===== src/rtl/mcwt_pkg.sv =====
`timescale 1ns / 1ps
`default_nettype none
// ----------------------------------------------------------------------------
// mcwt_pkg: shared definitions for the multi-client watchdog table
// field widths, command codes, result codes and the stored entry layout
// ----------------------------------------------------------------------------
package mcwt_pkg;

  localparam int ENTRIES_DEF    = 8;
  localparam int NAME_BYTES_DEF = 8;

  localparam int FUNC_W   = 2;
  localparam int KEY_W    = 64;
  localparam int REASON_W = 8;
  localparam int PERIOD_W = 16;

  // command codes on func
  localparam logic [FUNC_W-1:0] FUNC_REGISTER   = 2'd0;
  localparam logic [FUNC_W-1:0] FUNC_UNREGISTER = 2'd1;
  localparam logic [FUNC_W-1:0] FUNC_KICK       = 2'd2;
  localparam logic [FUNC_W-1:0] FUNC_TICK       = 2'd3;

  // result codes
  localparam logic KIND_STATUS    = 1'b0;
  localparam logic KIND_REPORT    = 1'b1;
  localparam logic STATUS_OK      = 1'b0;
  localparam logic STATUS_INVALID = 1'b1;

  // one table entry as held in memory
  typedef struct packed {
    logic [KEY_W-1:0]    key;
    logic [REASON_W-1:0] reason;
    logic                active;
    logic                kicked;
  } entry_t;

  localparam int ENTRY_W = $bits(entry_t);

endpackage
`default_nettype wire


===== src/rtl/mcwt_ram.sv =====
`timescale 1ns / 1ps
`default_nettype none
// ----------------------------------------------------------------------------
// mcwt_ram: generic simple dual-port ram
// one write port, one read port, read data registered
// ----------------------------------------------------------------------------
module mcwt_ram #(
  parameter int WIDTH = 8,
  parameter int DEPTH = 8,
  localparam int AW = (DEPTH > 1) ? $clog2(DEPTH) : 1
) (
  input  logic             clk,
  input  logic             we,
  input  logic [AW-1:0]    waddr,
  input  logic [WIDTH-1:0] wdata,
  input  logic             re,
  input  logic [AW-1:0]    raddr,
  output logic [WIDTH-1:0] rdata
);

  logic [WIDTH-1:0] mem [DEPTH];

  always_ff @(posedge clk) begin
    if (we) begin
      mem[waddr] <= wdata;
    end
    if (re) begin
      rdata <= mem[raddr];
    end
  end

endmodule
`default_nettype wire


===== src/rtl/multi_client_watchdog_table.sv =====
`timescale 1ns / 1ps
`default_nettype none
// ----------------------------------------------------------------------------
// multi_client_watchdog_table: software watchdog shared by many clients
// register, unregister and kick scan every entry and give their status word
//   from the finish state; an expiring tick reports during the scan and gives
//   its last report from the finish state
// a scan holds busy, so no new start is taken, while it reads every entry
//   through the single read port of the entry memory, waits for the registered
//   read data and finishes; non-expiring ticks and bad-key commands stay in idle
// results are strobed for one cycle and cannot be stalled
// reset: per-entry valid flops clear at once, no clearing pass is needed
// ----------------------------------------------------------------------------
module multi_client_watchdog_table #(
  parameter int ENTRIES    = mcwt_pkg::ENTRIES_DEF,
  parameter int NAME_BYTES = mcwt_pkg::NAME_BYTES_DEF
) (
  input  logic                          clk,
  input  logic                          rst,
  // configuration: report_enable
  input  logic                          cfg_write,
  input  logic                          cfg_data,
  // command word
  input  logic                          start,
  output logic                          busy,
  input  logic [mcwt_pkg::FUNC_W-1:0]   func,
  input  logic [mcwt_pkg::KEY_W-1:0]    name_key,
  input  logic [mcwt_pkg::REASON_W-1:0] reason,
  input  logic [mcwt_pkg::PERIOD_W-1:0] period_seconds,
  // result word
  output logic                          strobe,
  output logic                          kind,
  output logic                          status,
  output logic [mcwt_pkg::REASON_W-1:0] reported_reason,
  output logic                          last
);

  import mcwt_pkg::*;

  localparam int IDX_W = (ENTRIES > 1) ? $clog2(ENTRIES) : 1;
  // keys with bits above the name bytes do not fit a name
  localparam logic [KEY_W-1:0] KEY_MASK = {KEY_W{1'b1}} >> (KEY_W - 8 * NAME_BYTES);

  typedef enum logic [1:0] {
    S_IDLE,
    S_SCAN,
    S_FINISH
  } state_t;

  state_t state;

  // latched command
  logic [FUNC_W-1:0]   cmd_func;
  logic [KEY_W-1:0]    cmd_key;
  logic [REASON_W-1:0] cmd_reason;
  logic [PERIOD_W-1:0] cmd_period;

  // scan pipeline: issue read at rd_cnt, evaluate in the next cycle
  logic [IDX_W:0]      rd_cnt;
  logic                eval_vld;
  logic [IDX_W-1:0]    eval_idx;
  logic                rd_vld;
  logic [ENTRIES-1:0]  valid;

  // scan results for commands
  logic                found_match;
  logic [IDX_W-1:0]    match_idx;
  entry_t              match_ent;
  logic                found_free;
  logic [IDX_W-1:0]    free_idx;

  // held-back report so the final one can carry last
  logic                pend;
  logic [REASON_W-1:0] pend_reason;

  // timer and configuration
  logic [PERIOD_W-1:0] period_length;
  logic [PERIOD_W-1:0] countdown;
  logic                timer_running;
  logic                report_enable;

  // memory ports
  logic                ram_re;
  logic [IDX_W-1:0]    ram_raddr;
  logic [ENTRY_W-1:0]  ram_rdata;
  logic                ram_we;
  logic [IDX_W-1:0]    ram_waddr;
  entry_t              ram_wdata;

  entry_t              ent;
  logic                key_ok;
  logic                ent_match;
  logic                ent_free;
  logic                ent_missed;
  logic [PERIOD_W-1:0] cd_dec;
  logic                cmd_ok;

  mcwt_ram #(
    .WIDTH (ENTRY_W),
    .DEPTH (ENTRIES)
  ) u_entry_ram (
    .clk   (clk),
    .we    (ram_we),
    .waddr (ram_waddr),
    .wdata (ram_wdata),
    .re    (ram_re),
    .raddr (ram_raddr),
    .rdata (ram_rdata)
  );

  assign busy = (state != S_IDLE);

  // entries never written read as free
  assign ent        = rd_vld ? entry_t'(ram_rdata) : '0;
  assign ent_match  = (ent.key != '0) && (ent.key == cmd_key);
  assign ent_free   = (ent.key == '0);
  assign ent_missed = ent.active && !ent.kicked && report_enable;

  assign key_ok = (name_key != '0) && ((name_key & ~KEY_MASK) == '0);
  assign cd_dec = (countdown != '0) ? (countdown - 1'b1) : countdown;

  assign ram_re    = (state == S_SCAN) && (rd_cnt < (IDX_W + 1)'(ENTRIES));
  assign ram_raddr = rd_cnt[IDX_W-1:0];

  // register needs a matching or free entry, the others a matching one
  assign cmd_ok = (cmd_func == FUNC_REGISTER) ? (found_match || found_free) : found_match;

  // write-back: tick clears kick marks during the scan, commands write at the end
  always_comb begin
    ram_we    = 1'b0;
    ram_waddr = eval_idx;
    ram_wdata = ent;
    if (state == S_SCAN && eval_vld && cmd_func == FUNC_TICK) begin
      ram_we           = 1'b1;
      ram_wdata.kicked = 1'b0;
    end else if (state == S_FINISH) begin
      ram_waddr = found_match ? match_idx : free_idx;
      case (cmd_func)
        FUNC_REGISTER: begin
          ram_we           = found_match || found_free;
          ram_wdata.key    = cmd_key;
          ram_wdata.reason = cmd_reason;
          ram_wdata.active = 1'b1;
          ram_wdata.kicked = 1'b0;
        end
        FUNC_UNREGISTER: begin
          ram_we    = found_match;
          ram_wdata = '0;
        end
        FUNC_KICK: begin
          ram_we           = found_match;
          ram_wdata        = match_ent;
          ram_wdata.kicked = 1'b1;
        end
        default: begin
          ram_we = 1'b0;
        end
      endcase
    end
  end

  always_ff @(posedge clk) begin
    if (rst) begin
      valid <= '0;
    end else if (ram_we) begin
      valid[ram_waddr] <= 1'b1;
    end
  end

  always_ff @(posedge clk) begin
    if (rst) begin
      report_enable <= 1'b0;
    end else if (cfg_write) begin
      report_enable <= cfg_data;
    end
  end

  always_ff @(posedge clk) begin
    if (rst) begin
      state         <= S_IDLE;
      rd_cnt        <= '0;
      eval_vld      <= 1'b0;
      found_match   <= 1'b0;
      found_free    <= 1'b0;
      pend          <= 1'b0;
      period_length <= '0;
      countdown     <= '0;
      timer_running <= 1'b0;
      strobe        <= 1'b0;
      kind          <= KIND_STATUS;
      status        <= STATUS_OK;
      last          <= 1'b0;
    end else begin
      strobe <= 1'b0;
      case (state)
        S_IDLE: begin
          if (start) begin
            cmd_func    <= func;
            cmd_key     <= name_key;
            cmd_reason  <= reason;
            cmd_period  <= period_seconds;
            rd_cnt      <= '0;
            eval_vld    <= 1'b0;
            found_match <= 1'b0;
            found_free  <= 1'b0;
            pend        <= 1'b0;
            if (func == FUNC_TICK) begin
              // stopped timer ignores ticks; only expiry starts a scan
              if (timer_running) begin
                if (cd_dec != '0) begin
                  countdown <= cd_dec;
                end else begin
                  countdown <= period_length;
                  state     <= S_SCAN;
                end
              end
            end else if (!key_ok) begin
              // empty or overlong key: reject without touching the table
              strobe          <= 1'b1;
              kind            <= KIND_STATUS;
              status          <= STATUS_INVALID;
              reported_reason <= '0;
              last            <= 1'b0;
            end else begin
              state <= S_SCAN;
            end
          end
        end

        S_SCAN: begin
          rd_vld   <= valid[ram_raddr];
          eval_vld <= ram_re;
          eval_idx <= ram_raddr;
          if (ram_re) begin
            rd_cnt <= rd_cnt + 1'b1;
          end
          if (eval_vld) begin
            if (cmd_func == FUNC_TICK) begin
              if (ent_missed) begin
                if (pend) begin
                  strobe          <= 1'b1;
                  kind            <= KIND_REPORT;
                  status          <= STATUS_OK;
                  reported_reason <= pend_reason;
                  last            <= 1'b0;
                end
                pend        <= 1'b1;
                pend_reason <= ent.reason;
              end
            end else begin
              // first matching key and first free entry, in table order
              if (!found_match && ent_match) begin
                found_match <= 1'b1;
                match_idx   <= eval_idx;
                match_ent   <= ent;
              end
              if (!found_free && ent_free) begin
                found_free <= 1'b1;
                free_idx   <= eval_idx;
              end
            end
            if (eval_idx == IDX_W'(ENTRIES - 1)) begin
              state <= S_FINISH;
            end
          end
        end

        S_FINISH: begin
          state <= S_IDLE;
          if (cmd_func == FUNC_TICK) begin
            if (pend) begin
              strobe          <= 1'b1;
              kind            <= KIND_REPORT;
              status          <= STATUS_OK;
              reported_reason <= pend_reason;
              last            <= 1'b1;
            end
          end else begin
            strobe          <= 1'b1;
            kind            <= KIND_STATUS;
            status          <= cmd_ok ? STATUS_OK : STATUS_INVALID;
            reported_reason <= '0;
            last            <= 1'b0;
            // a longer period grows the timer and restarts the countdown
            if (cmd_func == FUNC_REGISTER && cmd_ok && cmd_period > period_length) begin
              period_length <= cmd_period;
              countdown     <= cmd_period;
              timer_running <= 1'b1;
            end
          end
        end

        default: begin
          state <= S_IDLE;
        end
      endcase
    end
  end

endmodule
`default_nettype wire


===== config.mk =====
export PLATFORM = sky130hd
export DESIGN_NAME = multi_client_watchdog_table
export DESIGN_NICKNAME = d
export VERILOG_FILES = /design/src/rtl/mcwt_pkg.sv /design/src/rtl/mcwt_ram.sv /design/src/rtl/multi_client_watchdog_table.sv
export SDC_FILE = /design/constraint.sdc
export NUM_CORES = 1
export LEC_CHECK = 0
export BUFFER_PORTS_ARGS = -buffer_cell sky130_fd_sc_hd__buf_2
export CAP_MARGIN = 0
export CORE_MARGIN = 4
export CORE_UTILIZATION = 45
export DETAILED_ROUTE_END_ITERATION = 7
export GPL_ROUTABILITY_DRIVEN = 1
export SYNTH_ARGS = -nofsm -noshare
export SYNTH_HDL_FRONTEND = slang
export SYNTH_HIERARCHICAL = 1
export SYNTH_SLANG_ARGS = --single-unit

===== constraint.sdc =====
create_clock -name clk -period 23.2 [get_ports clk]
set_input_delay 6.96 -clock clk [delete_from_list [all_inputs] [get_ports clk]]
set_output_delay 6.96 -clock clk [all_outputs]
set_load 0.02 [all_outputs]

==> results_dict.tcl <==
set metrics [dict create \
    wl_per_cell_um 27.05 \
    port_buffers 107 \
    drt_iter0_markers 1920 \
    synth_edf_count 855 \
    skew_ns 0.01791 \
    finalHoldViolations 0 \
    yosys.area.top_type_share_pct 69.02 \
    grt_pass1_vias 20830 \
    ys_seq_area_share_pct 72.03 \
    top_layer_used "met4" \
    first_pass_iters 5 \
    finalSetupViolations 0 \
    hold_buffers 0 \
    grtUsageTotal_pct 21.54 \
    critPathCaptureType "register" \
    timing.hold.ws_ns 0.4656 \
    post_synth_mux_area_share_pct 11.81 \
    dr_wl_met2_um 44150 \
    htreeDepth 3 \
    synth_xor_xnor_area_share_pct 0.7299 \
    critPathMaxStageDelay_ns 0.94 \
    yosysTopAreaCell "edfxtp_1" \
    initial_utilization_pct 45.38 \
    synth_most_common_cell "edfxtp_1" \
    fin_crit_sh_pct 43.04 \
    grt_first_pass_wirelength_um 138300 \
    grt_max_degree 93 \
    async_flop_share_pct 0 \
    cellLeakagePower_nw 13.54 \
    path_buf_inv 2 \
    cts_max_path_buffers 3 \
    cp_slowest_cell "nor4_2" \
    num_rows 105 \
    yosys.area_share.simple_pct 6.374 \
    synth_top_family_by_area "multiplexers" \
    multi_input_area_um2 9657 \
    ys_warn_count 6 \
    netlist_top_cells_area "edfxtp_1 (69%), mux4_2 (9.1%), dfxtp_1 (3.0%)" \
    crit_path_cell_trace "buf_2, nor4_2, nand4_1, nor4_1, buf_4, nand2_1, a21oi_1, nor2b_1" \
    yosys.area_share.adder_pct 0.8745 \
    clkSinkCount 911 \
    total_power_mw 4.389 \
    drt-total-wl_um 93540 \
    powerDensity_nw_per_um2 104.6 \
    ant_nets 0 \
    drive_above_1_share_pct 22.56 \
    coreArea_um2 81980 \
    synth_compound_area_share_pct 5.835 \
    cts_made_buffers 94 \
    final_core_util_pct 51.18 \
    cp.required_ns 23.48 \
    syn_inst 2190 \
    avgSynthCellArea_um2 16.99 \
    nets 2436 \
    post_cts_buffers 0 \
    crit_family "simple AND/OR/NAND/NOR gates" \
    regArea_um2 26810 \
    status "finished clean" \
    wl_met3_um 7815 \
    io_pins 108 \
    synthTopCellsByCount "edfxtp_1 (855), mux4_2 (150), nor2_1 (133)" \
    die_x_um 295.5 \
    drv_slew 0 \
    max_freq_mhz 100.2 \
    antenna_found_initial 3 \
    syn_area_um2 37200 \
    gp_congestion 0.8384 \
    ir_worst_vdd_v 0.00006678 \
    path_clk_slew_ns 0.06 \
    grt_setup_unrepaired "no" \
    finish.instance_area_um2 41960 \
    overflow 0 \
    die_h_um 295.5 \
    die-area_um2 87330 \
    ys.flop_type "edfxtp_1" \
    root_buffer "clkbuf_16" \
    tightestPinTransition_ns 1.097 \
    cp-start-kind "input port" \
    syn2layout_area_growth_pct 12.79 \
    crit_type "input port to register" \
    hold_path.class "register to register" \
    postPlaceCellArea_um2 38920 \
    drv_cap 0 \
    syn-num-nets 2311 \
    met1_length_um 38980 \
    dp_hpwl_um 55960 \
    ys_types 71 \
    tns_ns 0 \
    cts_tree "yes" \
    vias 20650 \
    insertion_delay_ns 0.65 \
    max_slew_margin_pct 26.25 \
    path_max_fanout 8 \
    period_minus_slack_ns 9.984 \
    viasPerCell 5.971 \
    route.detailed.drc 0 \
    post_cts_resized 0 \
    ys_seq_elements 911 \
    worstPathArrival_ns 10.26 \
    fill_cells 6698 \
]
## where the power goes
part	switching (mW)	total (mW)	leakage (nW)	internal [mW]
combinational	0.494	0.765	3.79	0.271
clock	0.620	1.49	1.47	0.869
sequential	0.123	2.13	8.29	2.01
## flip-flops by register name, summed over array words and instances (netlist names), 16 cells and up
signal and flops:
countdown 16, period_length 16, match_ent 73, u_entry_ram/mem 592, cmd_period 16, cmd_key 64
u_entry_ram/rdata 74
## area by class of cell
type / count / share of cell area, %
diodes: 3 / 0.01789
clock buffers: 117 / 6.009
flip-flops and latches: 911 / 63.89
well taps: 1070 / 3.191
clock inverters: 49 / 1.202
inverters: 81 / 0.7246
repair buffers: 143 / 1.950
multi-input cells: 1084 / 23.02
## worst reg2reg max path: cells and delay by family, from the launching register on
| family | cells | cell delay, ns |
|---|---|---|
| AND/OR/NAND/NOR | 3 | 1.35 |
| AO/OA/AOI/OAI | 2 | 0.67 |
| buffers and inverters | 4 | 2.21 |
| flip-flops | 1 | 0.56 |
## metrics by stage
step	setup WS [ns]	instances
finish	13.22	3458
floorplan	11.52	2190
global route	13.16	3455
CTS	13.39	3455
detailed placement	12.68	3289
global placement	12.77	3289
## layout by cell type (no fill, tap or decap), types with 8 or more instances in the layout
cell	n
clkbuf_1	17
nand2_1	113
nor2_4	9
buf_2	107
nor4_1	40
buf_4	35
clkinv_2	12
a22oi_1	36
edfxtp_1	855
dfxtp_1	53
nand2b_1	11
or4_1	8
nor2_1	123
ha_1	24
inv_1	81
mux4_2	150
and3_1	8
a21oi_1	89
o41ai_1	9
a221oi_1	48
a211oi_1	12
nand4_1	17
xnor2_1	20
xor2_1	11
mux2_2	75
nor3_1	27
o22ai_1	20
mux2i_1	17
o2111ai_1	9
and2_1	37
clkbuf_16	96
o21ai_0	58
clkinv_1	17
nor2b_1	13
bufinv_16	9
## worst paths after layout
kind	start	to	slack [ns]	depth (start not counted)
worst max-delay path	name_key[21]	reported_reason[0]$_DFFE_PP_	13.22	8
worst min-delay path	period_length[8]$_SDFFE_PP0P_	countdown[8]$_SDFFE_PP0P_	0.47	2
worst max register to register	rd_vld$_DFFE_PP_	match_ent[52]$_DFFE_PP_	17.99	9
worst min register to register	period_length[8]$_SDFFE_PP0P_	countdown[8]$_SDFFE_PP0P_	0.47	2
## cells by family (layout without fill, tap and decap cells)
group,after synthesis,in the layout
AO/OA/AOI/OAI,327,327
adder cells (fa/ha/maj),26,26
flip-flops,911,911
XOR/XNOR,31,31
multiplexers,242,242
other,0,3
AND/OR/NAND/NOR,458,458
buffers and inverters,195,390
## layer usage
metal / GRT usage, % / vias to the layer above
met3: 4.733 / 143
met2: 34.55 / 777
met5: 0 / -
met1: 29.84 / 10740
met4: 6.631 / 0
li1: - / 8989
Note: power is estimated with default switching activity, not from simulation.
